### src/rtl/gpg_pkg.sv
// Shared types, constants and the font table of the glyph pixel generator.
// Used by the channel interfaces, the controller, the datapath and the top level.
// Depends on nothing.
package gpg_pkg;

  // Font geometry.
  localparam int GLYPH_ROWS  = 5;
  localparam int GLYPH_COLS  = 3;
  localparam int GLYPH_COUNT = 37;
  localparam int GLYPH_DOTS  = GLYPH_ROWS * GLYPH_COLS;
  localparam int BLANK_GLYPH = 36;
  localparam int DIGIT_BASE  = 26;

  // Field widths.
  localparam int CODE_W   = 8;
  localparam int COORD_W  = 16;
  localparam int SCALE_W  = 7;
  localparam int COLOUR_W = 32;
  localparam int INDEX_W  = $clog2(GLYPH_COUNT);
  localparam int COL_W    = $clog2(GLYPH_COLS);

  // The pen moves four dots to the right after every character.
  localparam int PEN_SHIFT = 2;

  // Dot scale limits.
  localparam logic [SCALE_W-1:0] SCALE_MIN = SCALE_W'(1);
  localparam logic [SCALE_W-1:0] SCALE_MAX = SCALE_W'(64);

  // Character code boundaries.
  localparam logic [CODE_W-1:0] CHAR_UPPER_A = 8'h41;
  localparam logic [CODE_W-1:0] CHAR_UPPER_Z = 8'h5A;
  localparam logic [CODE_W-1:0] CHAR_LOWER_A = 8'h61;
  localparam logic [CODE_W-1:0] CHAR_LOWER_Z = 8'h7A;
  localparam logic [CODE_W-1:0] CHAR_DIGIT_0 = 8'h30;
  localparam logic [CODE_W-1:0] CHAR_DIGIT_9 = 8'h39;

  // Glyph bitmaps, top row in the upper three bits; within a row the leftmost
  // dot is the upper bit. Scan order dot k therefore sits at bit GLYPH_DOTS-1-k.
  localparam logic [GLYPH_DOTS-1:0] GLYPH_ROM [GLYPH_COUNT] = '{
    {3'd7, 3'd5, 3'd7, 3'd5, 3'd5}, {3'd6, 3'd5, 3'd6, 3'd5, 3'd6},
    {3'd7, 3'd4, 3'd4, 3'd4, 3'd7}, {3'd6, 3'd5, 3'd5, 3'd5, 3'd6},
    {3'd7, 3'd4, 3'd7, 3'd4, 3'd7}, {3'd7, 3'd4, 3'd7, 3'd4, 3'd4},
    {3'd7, 3'd4, 3'd5, 3'd5, 3'd7}, {3'd5, 3'd5, 3'd7, 3'd5, 3'd5},
    {3'd7, 3'd2, 3'd2, 3'd2, 3'd7}, {3'd1, 3'd1, 3'd1, 3'd5, 3'd7},
    {3'd5, 3'd6, 3'd4, 3'd6, 3'd5}, {3'd4, 3'd4, 3'd4, 3'd4, 3'd7},
    {3'd5, 3'd7, 3'd7, 3'd5, 3'd5}, {3'd5, 3'd7, 3'd7, 3'd7, 3'd5},
    {3'd7, 3'd5, 3'd5, 3'd5, 3'd7}, {3'd7, 3'd5, 3'd7, 3'd4, 3'd4},
    {3'd7, 3'd5, 3'd5, 3'd7, 3'd3}, {3'd7, 3'd5, 3'd6, 3'd5, 3'd5},
    {3'd7, 3'd4, 3'd7, 3'd1, 3'd7}, {3'd7, 3'd2, 3'd2, 3'd2, 3'd2},
    {3'd5, 3'd5, 3'd5, 3'd5, 3'd7}, {3'd5, 3'd5, 3'd5, 3'd5, 3'd2},
    {3'd5, 3'd5, 3'd7, 3'd7, 3'd5}, {3'd5, 3'd5, 3'd2, 3'd5, 3'd5},
    {3'd5, 3'd5, 3'd2, 3'd2, 3'd2}, {3'd7, 3'd1, 3'd2, 3'd4, 3'd7},
    {3'd7, 3'd5, 3'd5, 3'd5, 3'd7}, {3'd2, 3'd6, 3'd2, 3'd2, 3'd7},
    {3'd7, 3'd1, 3'd7, 3'd4, 3'd7}, {3'd7, 3'd1, 3'd7, 3'd1, 3'd7},
    {3'd5, 3'd5, 3'd7, 3'd1, 3'd1}, {3'd7, 3'd4, 3'd7, 3'd1, 3'd7},
    {3'd7, 3'd4, 3'd7, 3'd5, 3'd7}, {3'd7, 3'd1, 3'd2, 3'd2, 3'd2},
    {3'd7, 3'd5, 3'd7, 3'd5, 3'd7}, {3'd7, 3'd5, 3'd7, 3'd1, 3'd7},
    {3'd0, 3'd0, 3'd0, 3'd0, 3'd0}
  };

  // Controller states.
  typedef enum logic {
    ST_IDLE,
    ST_SCAN
  } gpg_state_e;

  // One character transaction as seen by the datapath.
  typedef struct packed {
    logic [CODE_W-1:0]   char_code;
    logic                first_of_text;
    logic [COORD_W-1:0]  start_x;
    logic [COORD_W-1:0]  start_y;
    logic [SCALE_W-1:0]  scale_in;
    logic [COLOUR_W-1:0] colour_in;
  } gpg_char_t;

  // One pixel transaction as produced by the datapath.
  typedef struct packed {
    logic [COORD_W-1:0]  pixel_x;
    logic [COORD_W-1:0]  pixel_y;
    logic [SCALE_W-1:0]  pixel_size;
    logic [COLOUR_W-1:0] pixel_colour;
    logic                last_pixel;
  } gpg_pixel_t;

  // Commands from the controller to the datapath.
  typedef struct packed {
    logic load;  // take the character transaction on the input channel
    logic step;  // scan one glyph dot
  } gpg_cmd_t;

  // Status from the datapath to the controller.
  typedef struct packed {
    logic glyph_lit;  // the presented character has at least one lit dot
    logic slot_free;  // the output register can take a pixel this cycle
    logic scan_done;  // no lit dot remains after the current one
  } gpg_status_t;

  // Maps a character code onto its glyph: letters ignore case, digits follow.
  function automatic logic [INDEX_W-1:0] glyph_index(input logic [CODE_W-1:0] code);
    logic [CODE_W-1:0] offs;
    offs = CODE_W'(BLANK_GLYPH);
    if (code inside {[CHAR_UPPER_A:CHAR_UPPER_Z]}) begin
      offs = code - CHAR_UPPER_A;
    end else if (code inside {[CHAR_LOWER_A:CHAR_LOWER_Z]}) begin
      offs = code - CHAR_LOWER_A;
    end else if (code inside {[CHAR_DIGIT_0:CHAR_DIGIT_9]}) begin
      offs = code - CHAR_DIGIT_0 + CODE_W'(DIGIT_BASE);
    end
    return offs[INDEX_W-1:0];
  endfunction

endpackage

### src/rtl/gpg_char_if.sv
// Input channel of the glyph pixel generator: valid/ready and one character.
// Depends on gpg_pkg for the field widths.
interface gpg_char_if;
  logic                                valid;
  logic                                ready;
  logic [gpg_pkg::CODE_W-1:0]          char_code;
  logic                                first_of_text;
  logic signed [gpg_pkg::COORD_W-1:0]  start_x;
  logic signed [gpg_pkg::COORD_W-1:0]  start_y;
  logic [gpg_pkg::SCALE_W-1:0]         scale_in;
  logic [gpg_pkg::COLOUR_W-1:0]        colour_in;

  modport source (
    output valid, char_code, first_of_text, start_x, start_y, scale_in, colour_in,
    input  ready
  );

  modport sink (
    input  valid, char_code, first_of_text, start_x, start_y, scale_in, colour_in,
    output ready
  );
endinterface

### src/rtl/gpg_pixel_if.sv
// Output channel of the glyph pixel generator: valid/ready and one pixel.
// Depends on gpg_pkg for the field widths.
interface gpg_pixel_if;
  logic                                valid;
  logic                                ready;
  logic signed [gpg_pkg::COORD_W-1:0]  pixel_x;
  logic signed [gpg_pkg::COORD_W-1:0]  pixel_y;
  logic [gpg_pkg::SCALE_W-1:0]         pixel_size;
  logic [gpg_pkg::COLOUR_W-1:0]        pixel_colour;
  logic                                last_pixel;

  modport source (
    output valid, pixel_x, pixel_y, pixel_size, pixel_colour, last_pixel,
    input  ready
  );

  modport sink (
    input  valid, pixel_x, pixel_y, pixel_size, pixel_colour, last_pixel,
    output ready
  );
endinterface

### src/rtl/gpg_ctrl.sv
// Controller of the glyph pixel generator: sequences load and dot scan.
// Depends on gpg_pkg for the state enum and the command and status structs.
module gpg_ctrl (
  input  logic                 clk_i,
  input  logic                 rst_ni,
  input  logic                 in_valid_i,
  output logic                 in_ready_o,
  input  gpg_pkg::gpg_status_t status_i,
  output gpg_pkg::gpg_cmd_t    cmd_o
);

  gpg_pkg::gpg_state_e state_q, state_d;

  // State register.
  always_ff @(posedge clk_i or negedge rst_ni) begin
    if (!rst_ni) begin
      state_q <= gpg_pkg::ST_IDLE;
    end else begin
      state_q <= state_d;
    end
  end

  // Next state: a lit glyph is scanned, a blank one only moves the pen.
  always_comb begin
    state_d = state_q;
    case (state_q)
      gpg_pkg::ST_IDLE: begin
        if (in_valid_i && status_i.glyph_lit) begin
          state_d = gpg_pkg::ST_SCAN;
        end
      end
      gpg_pkg::ST_SCAN: begin
        if (status_i.slot_free && status_i.scan_done) begin
          state_d = gpg_pkg::ST_IDLE;
        end
      end
      default: state_d = gpg_pkg::ST_IDLE;
    endcase
  end

  // Outputs: accept characters while idle, scan while the output slot is free.
  always_comb begin
    in_ready_o = 1'b0;
    cmd_o      = '0;
    case (state_q)
      gpg_pkg::ST_IDLE: begin
        in_ready_o = 1'b1;
        cmd_o.load = in_valid_i;
      end
      gpg_pkg::ST_SCAN: begin
        cmd_o.step = status_i.slot_free;
      end
      default: begin
        in_ready_o = 1'b0;
      end
    endcase
  end

endmodule

### src/rtl/gpg_datapath.sv
// Datapath of the glyph pixel generator: string state, pen, dot scan and the
// output register. Depends on gpg_pkg for widths, the font table and structs.
module gpg_datapath (
  input  logic                 clk_i,
  input  logic                 rst_ni,
  input  gpg_pkg::gpg_cmd_t    cmd_i,
  output gpg_pkg::gpg_status_t status_o,
  input  gpg_pkg::gpg_char_t   char_i,
  output logic                 out_valid_o,
  input  logic                 out_ready_i,
  output gpg_pkg::gpg_pixel_t  pixel_o
);

  localparam int DOTS    = gpg_pkg::GLYPH_DOTS;
  localparam int COORD_W = gpg_pkg::COORD_W;
  localparam int SCALE_W = gpg_pkg::SCALE_W;

  // String state.
  logic [COORD_W-1:0]          pen_x_q, pen_x_d;
  logic [COORD_W-1:0]          text_top_q, text_top_d;
  logic [SCALE_W-1:0]          scale_q, scale_d;
  logic [gpg_pkg::COLOUR_W-1:0] colour_q, colour_d;

  // Scan state of the current character.
  logic [COORD_W-1:0]          char_x_q, char_x_d;
  logic [COORD_W-1:0]          dot_x_q, dot_x_d;
  logic [COORD_W-1:0]          dot_y_q, dot_y_d;
  logic [gpg_pkg::COL_W-1:0]   col_q, col_d;
  logic [DOTS-1:0]             rem_q, rem_d;

  // Output register.
  logic                        out_valid_q, out_valid_d;
  gpg_pkg::gpg_pixel_t         pixel_q, pixel_d;

  // Decode of the presented character.
  logic [DOTS-1:0]             rom_bits;
  logic [DOTS-1:0]             scan_bits;
  logic [SCALE_W-1:0]          scale_sat;
  logic [COORD_W-1:0]          base_x;
  logic [SCALE_W-1:0]          scale_new;
  logic [COORD_W-1:0]          scale_ext;
  logic                        emit;

  // Glyph lookup, put into scan order with the first dot in bit zero.
  always_comb begin
    rom_bits = gpg_pkg::GLYPH_ROM[gpg_pkg::glyph_index(char_i.char_code)];
    for (int k = 0; k < DOTS; k++) begin
      scan_bits[k] = rom_bits[DOTS-1-k];
    end
  end

  // Scale is clamped to its legal range when a string starts.
  always_comb begin
    if (char_i.scale_in < gpg_pkg::SCALE_MIN) begin
      scale_sat = gpg_pkg::SCALE_MIN;
    end else if (char_i.scale_in > gpg_pkg::SCALE_MAX) begin
      scale_sat = gpg_pkg::SCALE_MAX;
    end else begin
      scale_sat = char_i.scale_in;
    end
  end

  assign base_x    = char_i.first_of_text ? char_i.start_x : pen_x_q;
  assign scale_new = char_i.first_of_text ? scale_sat : scale_q;
  assign scale_ext = COORD_W'(scale_q);
  assign emit      = cmd_i.step && rem_q[0];

  // Status towards the controller.
  assign status_o.glyph_lit = |scan_bits;
  assign status_o.slot_free = !out_valid_q || out_ready_i;
  assign status_o.scan_done = (rem_q[DOTS-1:1] == '0);

  // Latch the string on its first character and advance the pen per character.
  always_comb begin
    pen_x_d    = pen_x_q;
    text_top_d = text_top_q;
    scale_d    = scale_q;
    colour_d   = colour_q;
    if (cmd_i.load) begin
      pen_x_d = base_x + COORD_W'({scale_new, {gpg_pkg::PEN_SHIFT{1'b0}}});
      scale_d = scale_new;
      if (char_i.first_of_text) begin
        text_top_d = char_i.start_y;
        colour_d   = char_i.colour_in;
      end
    end
  end

  // Dot scan: x and y step by the scale, x returns to the left edge per row.
  always_comb begin
    char_x_d = char_x_q;
    dot_x_d  = dot_x_q;
    dot_y_d  = dot_y_q;
    col_d    = col_q;
    rem_d    = rem_q;
    if (cmd_i.load) begin
      char_x_d = base_x;
      dot_x_d  = base_x;
      dot_y_d  = char_i.first_of_text ? char_i.start_y : text_top_q;
      col_d    = '0;
      rem_d    = scan_bits;
    end else if (cmd_i.step) begin
      rem_d = rem_q >> 1;
      if (col_q == gpg_pkg::COL_W'(gpg_pkg::GLYPH_COLS - 1)) begin
        col_d   = '0;
        dot_x_d = char_x_q;
        dot_y_d = dot_y_q + scale_ext;
      end else begin
        col_d   = col_q + gpg_pkg::COL_W'(1);
        dot_x_d = dot_x_q + scale_ext;
      end
    end
  end

  // Output register: filled by a lit dot, emptied when the sink takes it.
  always_comb begin
    out_valid_d = out_valid_q;
    pixel_d     = pixel_q;
    if (emit) begin
      out_valid_d          = 1'b1;
      pixel_d.pixel_x      = dot_x_q;
      pixel_d.pixel_y      = dot_y_q;
      pixel_d.pixel_size   = scale_q;
      pixel_d.pixel_colour = colour_q;
      pixel_d.last_pixel   = status_o.scan_done;
    end else if (out_ready_i) begin
      out_valid_d = 1'b0;
    end
  end

  // Control and string state registers.
  always_ff @(posedge clk_i or negedge rst_ni) begin
    if (!rst_ni) begin
      pen_x_q     <= '0;
      text_top_q  <= '0;
      scale_q     <= gpg_pkg::SCALE_MIN;
      colour_q    <= '0;
      rem_q       <= '0;
      col_q       <= '0;
      out_valid_q <= 1'b0;
    end else begin
      pen_x_q     <= pen_x_d;
      text_top_q  <= text_top_d;
      scale_q     <= scale_d;
      colour_q    <= colour_d;
      rem_q       <= rem_d;
      col_q       <= col_d;
      out_valid_q <= out_valid_d;
    end
  end

  // Payload registers.
  always_ff @(posedge clk_i) begin
    char_x_q <= char_x_d;
    dot_x_q  <= dot_x_d;
    dot_y_q  <= dot_y_d;
    pixel_q  <= pixel_d;
  end

  assign out_valid_o = out_valid_q;
  assign pixel_o     = pixel_q;

endmodule

### src/rtl/glyph_pixel_generator_core.sv
// The glyph pixel generator takes one character transaction, loads it and
// then scans its 3x5 glyph at one dot per cycle while the output slot is
// free, emitting one pixel transaction per lit dot; the scan stops at the
// last lit dot, and a blank character is only loaded and not scanned. The
// dot scan in the datapath pauses while the output register holds a pixel
// that the sink has not taken. The next character is accepted in the cycle
// after the last lit dot has been scanned.
// Top level of the glyph pixel generator: joins the channel interfaces, the
// controller and the datapath. Depends on gpg_pkg, gpg_char_if, gpg_pixel_if,
// gpg_ctrl and gpg_datapath.
module glyph_pixel_generator_core (
  input  logic        clk_i,
  input  logic        rst_ni,
  gpg_char_if.sink    char_i,
  gpg_pixel_if.source pixel_o
);

  gpg_pkg::gpg_cmd_t    cmd;
  gpg_pkg::gpg_status_t status;
  gpg_pkg::gpg_char_t   char_data;
  gpg_pkg::gpg_pixel_t  pixel_data;
  logic                 in_ready;
  logic                 out_valid;

  // Gather the input fields into one bundle.
  assign char_data.char_code     = char_i.char_code;
  assign char_data.first_of_text = char_i.first_of_text;
  assign char_data.start_x       = char_i.start_x;
  assign char_data.start_y       = char_i.start_y;
  assign char_data.scale_in      = char_i.scale_in;
  assign char_data.colour_in     = char_i.colour_in;
  assign char_i.ready            = in_ready;

  gpg_ctrl u_ctrl (
    .clk_i      (clk_i),
    .rst_ni     (rst_ni),
    .in_valid_i (char_i.valid),
    .in_ready_o (in_ready),
    .status_i   (status),
    .cmd_o      (cmd)
  );

  gpg_datapath u_datapath (
    .clk_i       (clk_i),
    .rst_ni      (rst_ni),
    .cmd_i       (cmd),
    .status_o    (status),
    .char_i      (char_data),
    .out_valid_o (out_valid),
    .out_ready_i (pixel_o.ready),
    .pixel_o     (pixel_data)
  );

  // Spread the pixel bundle onto the output channel.
  assign pixel_o.valid        = out_valid;
  assign pixel_o.pixel_x      = pixel_data.pixel_x;
  assign pixel_o.pixel_y      = pixel_data.pixel_y;
  assign pixel_o.pixel_size   = pixel_data.pixel_size;
  assign pixel_o.pixel_colour = pixel_data.pixel_colour;
  assign pixel_o.last_pixel   = pixel_data.last_pixel;

endmodule
### src/flat_wrapper.sv
// flat-port wrapper written by rule: the top's interface ports become plain ports
module glyph_pixel_generator_core_flat 
  (clk_i, rst_ni, char_i_valid, char_i_char_code, char_i_first_of_text, char_i_start_x, char_i_start_y, char_i_scale_in, char_i_colour_in, char_i_ready, pixel_o_valid, pixel_o_pixel_x, pixel_o_pixel_y, pixel_o_pixel_size, pixel_o_pixel_colour, pixel_o_last_pixel, pixel_o_ready);
  gpg_char_if char_i_i ();
  gpg_pixel_if pixel_o_i ();
  input  logic clk_i;
  input  logic rst_ni;
  input wire logic [$bits(char_i_i.valid)-1:0] char_i_valid;
  input wire logic [$bits(char_i_i.char_code)-1:0] char_i_char_code;
  input wire logic [$bits(char_i_i.first_of_text)-1:0] char_i_first_of_text;
  input wire logic [$bits(char_i_i.start_x)-1:0] char_i_start_x;
  input wire logic [$bits(char_i_i.start_y)-1:0] char_i_start_y;
  input wire logic [$bits(char_i_i.scale_in)-1:0] char_i_scale_in;
  input wire logic [$bits(char_i_i.colour_in)-1:0] char_i_colour_in;
  output wire logic [$bits(char_i_i.ready)-1:0] char_i_ready;
  output wire logic [$bits(pixel_o_i.valid)-1:0] pixel_o_valid;
  output wire logic [$bits(pixel_o_i.pixel_x)-1:0] pixel_o_pixel_x;
  output wire logic [$bits(pixel_o_i.pixel_y)-1:0] pixel_o_pixel_y;
  output wire logic [$bits(pixel_o_i.pixel_size)-1:0] pixel_o_pixel_size;
  output wire logic [$bits(pixel_o_i.pixel_colour)-1:0] pixel_o_pixel_colour;
  output wire logic [$bits(pixel_o_i.last_pixel)-1:0] pixel_o_last_pixel;
  input wire logic [$bits(pixel_o_i.ready)-1:0] pixel_o_ready;
  assign char_i_i.valid = char_i_valid;
  assign char_i_i.char_code = char_i_char_code;
  assign char_i_i.first_of_text = char_i_first_of_text;
  assign char_i_i.start_x = char_i_start_x;
  assign char_i_i.start_y = char_i_start_y;
  assign char_i_i.scale_in = char_i_scale_in;
  assign char_i_i.colour_in = char_i_colour_in;
  assign char_i_ready = char_i_i.ready;
  assign pixel_o_valid = pixel_o_i.valid;
  assign pixel_o_pixel_x = pixel_o_i.pixel_x;
  assign pixel_o_pixel_y = pixel_o_i.pixel_y;
  assign pixel_o_pixel_size = pixel_o_i.pixel_size;
  assign pixel_o_pixel_colour = pixel_o_i.pixel_colour;
  assign pixel_o_last_pixel = pixel_o_i.last_pixel;
  assign pixel_o_i.ready = pixel_o_ready;
  glyph_pixel_generator_core u_core (.clk_i(clk_i), .rst_ni(rst_ni), .char_i(char_i_i), .pixel_o(pixel_o_i));
endmodule
### config.mk
export PLATFORM = sky130hd
export DESIGN_NAME = glyph_pixel_generator_core_flat
export DESIGN_NICKNAME = d
export VERILOG_FILES = /design/src/rtl/gpg_pkg.sv /design/src/rtl/gpg_char_if.sv /design/src/rtl/gpg_pixel_if.sv /design/src/rtl/gpg_ctrl.sv /design/src/rtl/gpg_datapath.sv /design/src/rtl/glyph_pixel_generator_core.sv /design/src/flat_wrapper.sv
export SDC_FILE = /design/constraint.sdc
export NUM_CORES = 1
export LEC_CHECK = 0
export ABC_AREA = 1
export BUFFER_PORTS_ARGS = -buffer_cell sky130_fd_sc_hd__buf_2
export CAP_MARGIN = 20
export CORE_MARGIN = 3
export CORE_UTILIZATION = 28
export DETAILED_ROUTE_END_ITERATION = 7
export PLACE_DENSITY = 0.51
export SLEW_MARGIN = 20
export SYNTH_ARGS = -nofsm -noshare
export SYNTH_HDL_FRONTEND = slang
export SYNTH_SLANG_ARGS = --single-unit
### constraint.sdc
create_clock -name clk_i -period 4.8 [get_ports clk_i]
set_input_delay 0.96 -clock clk_i [delete_from_list [all_inputs] [get_ports clk_i]]
set_output_delay 0.96 -clock clk_i [all_outputs]
set_load 0.05 [all_outputs]
# Word-level counts from Yosys, hierarchy flattened
# Memories as Yosys holds them, arrays and structs flattened.
# Index checks and enable logic that the tools add are counted.
# totals
reg_bits	210
mem_bits_ro	960
in_bits	84
output_inout_bits	74
elab_cells	81
mem_count	1
# mem_list
memory	words	width	read_ports	rd_ports_with_merged_regs	wr	line_no	rtl
(name not given)	64	15	1	0	0	gpg_datapath.sv:46	rom_bits = gpg_pkg::GLYPH_ROM[gpg_pkg::glyph_index(char_i.char_code)];
# classes
n_addsub	8
n_lt_le_gt_ge	9
n_eq_ne	1
muxes	29
bitwise_logic	2
n_reduce_logical	15
# op_table
operator	count
$mux 16	8
$mux 15	4
$add 16x7->16	2
$mux 7	3
$mux 6	3
$add 16x9->16	1
$ge 8x7->1 const B	2
$le 8x7->1 const B	2
$reduce_or 15->1	1
$logic_not 14->1	1
$sub 6x6->6 const B	2
$ge 8x6->1 const B	1
$le 8x6->1 const B	1
$ge 7x7->1 const B	1
$gt 7x7->1 const B	1
$lt 7x1->1 const B	1
$mux 1	7
$not 6->7	1
$add 6x5->6 const B	1
$logic_and 1x1->1	6
$mux 2	3
$reduce_bool 2->1	3
$sub 6x1->6 const B	1
$reduce_and 2->1	2
6 further kinds	6

# Longest topological paths before layout
# depth
depth_word	13
mapped_depth	20
ltp_nobuf	19

# By module
# From an unflattened synthesis, not the netlist that was laid out.
# hier_totals
cells_unflattened	1174
hier_area_um2	10581.4
# modules_own_cells
mod	n_inst	cells_per_inst	area_per_inst_um2	seq_area_each_um2
gpg_datapath	1	1164	10516.3	5831.8
gpg_ctrl	1	10	65.1	25.0

# Worst setup path before layout
# No wires, ideal clock.
# synth_timing
path_type	input to register
startpoint	input pixel_o_ready
endpoint	register u_core.u_datapath.pixel_q (netlist bit u_core.u_datapath.pixel_o[0]) (enable)
setup_time_ns	0.503
t_arrival_ns	4.253
required_time_ns	4.297
path_slack_ns	0.044
stages	4
path_buffers	0
cell_sequence	inv_1 > nand2_1 > nand2_1 > nor2_1
# synth_between
elab_chain_len	3
# synth_lines
element	line_no	rtl
start, declared	flat_wrapper.sv:22	input wire logic [$bits(pixel_o_i.ready)-1:0] pixel_o_ready;
$logic_or 1x1->1	gpg_datapath.sv:70	assign status_o.slot_free = !out_valid_q || out_ready_i;
$mux 1	gpg_ctrl.sv:45	case (state_q)
$logic_and 1x1->1	gpg_datapath.sv:66	assign emit = cmd_i.step && rem_q[0];
net u_core.u_datapath.emit	gpg_datapath.sv:42	logic emit;
end signal, assigned	gpg_datapath.sv:157	pixel_q <= pixel_d;
end, declared	gpg_datapath.sv:33	gpg_pkg::gpg_pixel_t pixel_q, pixel_d;
# The timed path passes the listed nets, and every way through them passes these cells.
# A chain may end at the register's enable or synchronous reset.

# Final worst setup path
# layout_timing
startpoint	input char_i_scale_in[4]
endpoint	register u_core.u_datapath.pen_x_q[12]
# layout_between
elab_chain_len	5
word_cells_on_any_way	6
cone_classes	1 x add/sub; 2 x order compare; 3 x mux
# layout_lines
element	line_no	rtl
start, declared	flat_wrapper.sv:13	input wire logic [$bits(char_i_i.scale_in)-1:0] char_i_scale_in;
$gt 7x7->1	gpg_datapath.sv:56	end else if (char_i.scale_in > gpg_pkg::SCALE_MAX) begin
$mux 7	gpg_datapath.sv:56	
$mux 7 (*)	gpg_datapath.sv:54	if (char_i.scale_in < gpg_pkg::SCALE_MIN) begin
$mux 7 (*)	gpg_datapath.sv:64	assign scale_new = char_i.first_of_text ? scale_sat : scale_q;
net u_core.u_datapath.scale_new[1]	gpg_datapath.sv:40	logic [SCALE_W-1:0] scale_new;
$add 16x9->16 (*)	gpg_datapath.sv:80	pen_x_d = base_x + COORD_W'({scale_new, {gpg_pkg::PEN_SHIFT{1'b0}}});
end signal, assigned	gpg_datapath.sv:142	pen_x_q <= pen_x_d;
end, declared	gpg_datapath.sv:19	logic [COORD_W-1:0] pen_x_q, pen_x_d;
# The timed path passes the listed nets; every way through them passes the cells marked *.

==> metrics.txt <==
clk sinks=210; most used cell, CP=nand2_1; Core Region=37100 µm²; Initial Util=0.288; Worst Setup Start Kind=input pin; DR vias/cell=about 4.6; final wirelength=28100 µm; Die Ht=about 200 µm; Yosys cell types=53; Layout area overhead=19.0%; WS Path Type=input pin to flop; I/O pins=158; Cell Count Post-Placement=1789; routed vias=8420; post-CTS setup buffer count=0; Tot Pwr=8830 µW; Yosys warnings=0; Crit path required time=5.24 ns; Final GP Congestion=0.852; Final Max Tran Viols=0; Clock Tree Buf Depth=3; cell chain of the critical path=buf_2, nor4_1, nand2_1, o21ai_0, nand3_1, o21ai_0, inv_1, fa_1, o21ai_0, a21oi_1, nor2_1, o21ai_0, nand2_1, nand2_1, a21oi_1, nand3_1, nand2_1, nand3_1, nand2_1; non-filler cells, final=about 1800; post-CTS sizing=0; power per standard cell area=694 nW/µm²; Slew headroom=0.396; CP startpoint=char_i_scale_in[4]; DIE WIDTH=201 µm; Worst R2R Start=u_core.u_datapath.scale_q[0]$_DFFE_PN1P_; Port-buffer cells=157; CP max-delay cell=fa_1; Core Rows=70; final hold violation count=0; VDD IR max=~0.28 mV; initial antenna violation count=1; first-pass GRT wire length=44800 µm; WHS Path Cells=0; fraction of registers with async set/reset=0.429; Worst Hold End=u_core.u_datapath.pixel_o[40]$_DFFE_PP_; setup TNS=0 ns; worst hold path startpoint=u_core.u_datapath.dot_y_q[0]$_DFFE_PP_; hold_ws=0.437 ns; gr ovfl total=0; vias in the first global route=8181; All-Layer GR Usage=0.135; nets=1432; CTS tree=done; layout cell share with drive strength beyond 1=0.196; CP Data Arrival Time=around 3.9 ns; Crit Path Max Fanout=3; Final setup viols=0; ys flop type=edfxtp_1; post-route clock period utilization=0.727; number of flops mapped to enable cells by yosys=120; class of the worst hold path=flop to flop; H-Tree Depth=1; initial DRC count=575; setup ws final=1.31 ns; Clock Skew=0.0226 ns; Pre-antenna DRT Iters=5; Final ANT Viol Nets=0; RSZ-0062 raised after global routing=no; clock transition at the registers of the reported paths=0.06 ns; CTS Buf Count=24; n_diodes=0; residual DRC count=0; DP Wirelength=19500 µm; Slew @ Worst Pin=a little over 0.9 ns; Cells after Synth=1163; Fillers=3887; post-synthesis sequential area ratio=0.548; CP peak stage delay=0.43 ns; status=finished clean; mapped cell area=10700 µm²; setup slack, reg-to-reg=roughly 1.8 ns; commonest non-fill, non-tap cells in the layout=nand2_1 (344), buf_2 (156), edfxtp_1 (120); number of synthesized register bits=210; MaxCap Viol Count=0; FF-to-FF End=u_core.u_datapath.dot_x_q[14]$_DFFE_PP_; die footprint=40500 µm²; CTS root buffer=clkbuf_16; commonest non-fill, non-tap cell in the layout=nand2_1; R2R depth=15; Post-Syn Nets=1284; post-layout min period=approximately 3.5 ns; leakage power=0.00577 µW; fmax=0.287 GHz; clk_lat worst skew=0.52 ns; Mean Syn Cell Area=9.19 µm²; # hold bufs at CTS=0; CP endpoint kind=flop; largest net degree at the start of global routing=89; pre-CTS setup slack=approximately 0.83 ns; DR WL/cell=about 15 µm
[synthesized netlist by cell type (3+ instances only)]
library cell / instances / area [µm²]
buf_2: 4 / 20.0
o211ai_1: 5 / 37.5
xnor2_1: 10 / 87.6
nand2_4: 5 / 56.3
nand4_1: 14 / 87.6
fa_1: 3 / 60.1
o21ai_0: 113 / 566
inv_1: 99 / 372
a22oi_1: 7 / 52.6
buf_1: 6 / 22.5
edfxtp_1: 120 / 3600
inv_2: 11 / 41.3
a31oi_1: 3 / 18.8
nand2_2: 9 / 56.3
or2_2: 10 / 62.6
buf_6: 4 / 45.0
nand3b_1: 3 / 22.5
clkbuf_1: 25 / 93.8
nor4_1: 3 / 18.8
nand3_2: 3 / 30.0
dfrtp_1: 89 / 2230
buf_4: 5 / 37.5
nor3_1: 7 / 35.0
ha_1: 34 / 425
o21ai_1: 7 / 35.0
o22ai_1: 9 / 56.3
nand3_1: 73 / 365
xor2_1: 13 / 114
a21oi_1: 45 / 225
nand2_1: 345 / 1290
nor2_1: 49 / 184
nand3_4: 3 / 52.6
[how the worst max path moves through the flow]
| stage | to | slack [ns] | cells after the start |
|---|---|---|---|
| 6_report | u_core.u_datapath.pen_x_q[12]$_DFFE_PN0P_ | 1.31 | 19 |
| 5_1_grt | u_core.u_datapath.pen_x_q[12]$_DFFE_PN0P_ | 0.86 | 19 |
| 4_1_cts | u_core.u_datapath.pen_x_q[12]$_DFFE_PN0P_ | 1.35 | 18 |
| 3_5_place_dp | u_core.u_datapath.pen_x_q[10]$_DFFE_PN0P_ | 0.83 | 17 |
| 3_3_place_gp | u_core.u_datapath.pen_x_q[12]$_DFFE_PN0P_ | 0.86 | 19 |
| 2_1_floorplan | u_core.u_datapath.pixel_o[0]$_DFFE_PP_ | 0.04 | 4 |
[registers in the layout (all words and copies together), names as in the netlist, 2 cells and up]
name,cells
u_core.u_datapath.rem_q,15
u_core.u_datapath.pen_x_q,16
u_core.u_datapath.col_q,2
u_core.u_datapath.dot_x_q,16
u_core.u_datapath.scale_q,7
u_core.u_datapath.colour_q,32
u_core.u_datapath.text_top_q,16
u_core.u_datapath.pixel_o,72
u_core.u_datapath.char_x_q,16
u_core.u_datapath.dot_y_q,16
[metrics by stage]
stage | utilization | area (µm²)
floorplan | - | 10700
global placement | 0.322 | 12000
detailed placement | 0.322 | 12000
CTS | 0.342 | 12700
global route | 0.342 | 12700
finish | 0.342 | 12700
[routing by layer]
layer / vias to the layer above / routed length (µm) / GRT usage
met3: 34 / 1500 / 0.0243
met5: - / 13 / 0
li1: 4185 / - / -
met4: 2 / 485 / 0.0267
met2: 235 / 12600 / 0.217
met1: 3964 / 13400 / 0.191
[cells by family after synthesis]
logic type	Yosys count	share of synthesized area
AO/OA/AOI/OAI	204	0.107
XOR/XNOR	23	0.0189
adder cells (fa/ha/maj)	37	0.0454
buffers and inverters	155	0.0605
flip-flops	210	0.548
AND/OR/NAND/NOR	534	0.220
[power by group]
part           internal (µW)  total [µW]  switching, µW
registers               3010        3430            415
clock network           1020        1770            746
logic                    997        3630           2630
total                   5030        8830           3790
[worst max-delay path: cells and delay by family]
| kind | cells | cell delay (ns) |
|---|---|---|
| buffers and inverters | 2 | 0.21 |
| AND/OR/NAND/NOR | 10 | 1.15 |
| AO/OA/AOI/OAI | 6 | 1.17 |
| adder cells (fa/ha/maj) | 1 | 0.43 |
[area by class of cell]
class / instances / area (µm²) / area share
Multi-Input combinational cell: 798 / 4190 / 0.330
Timing Repair Buffer: 167 / 863 / 0.0679
Tap cell: 504 / 631 / 0.0496
Sequential cell: 210 / 5860 / 0.461
Clock buffer: 32 / 661 / 0.0520
Inverter: 110 / 413 / 0.0325
Clock inverter: 12 / 97.6 / 0.00767
No activity file was read; power rests on OpenSTA's default activity.
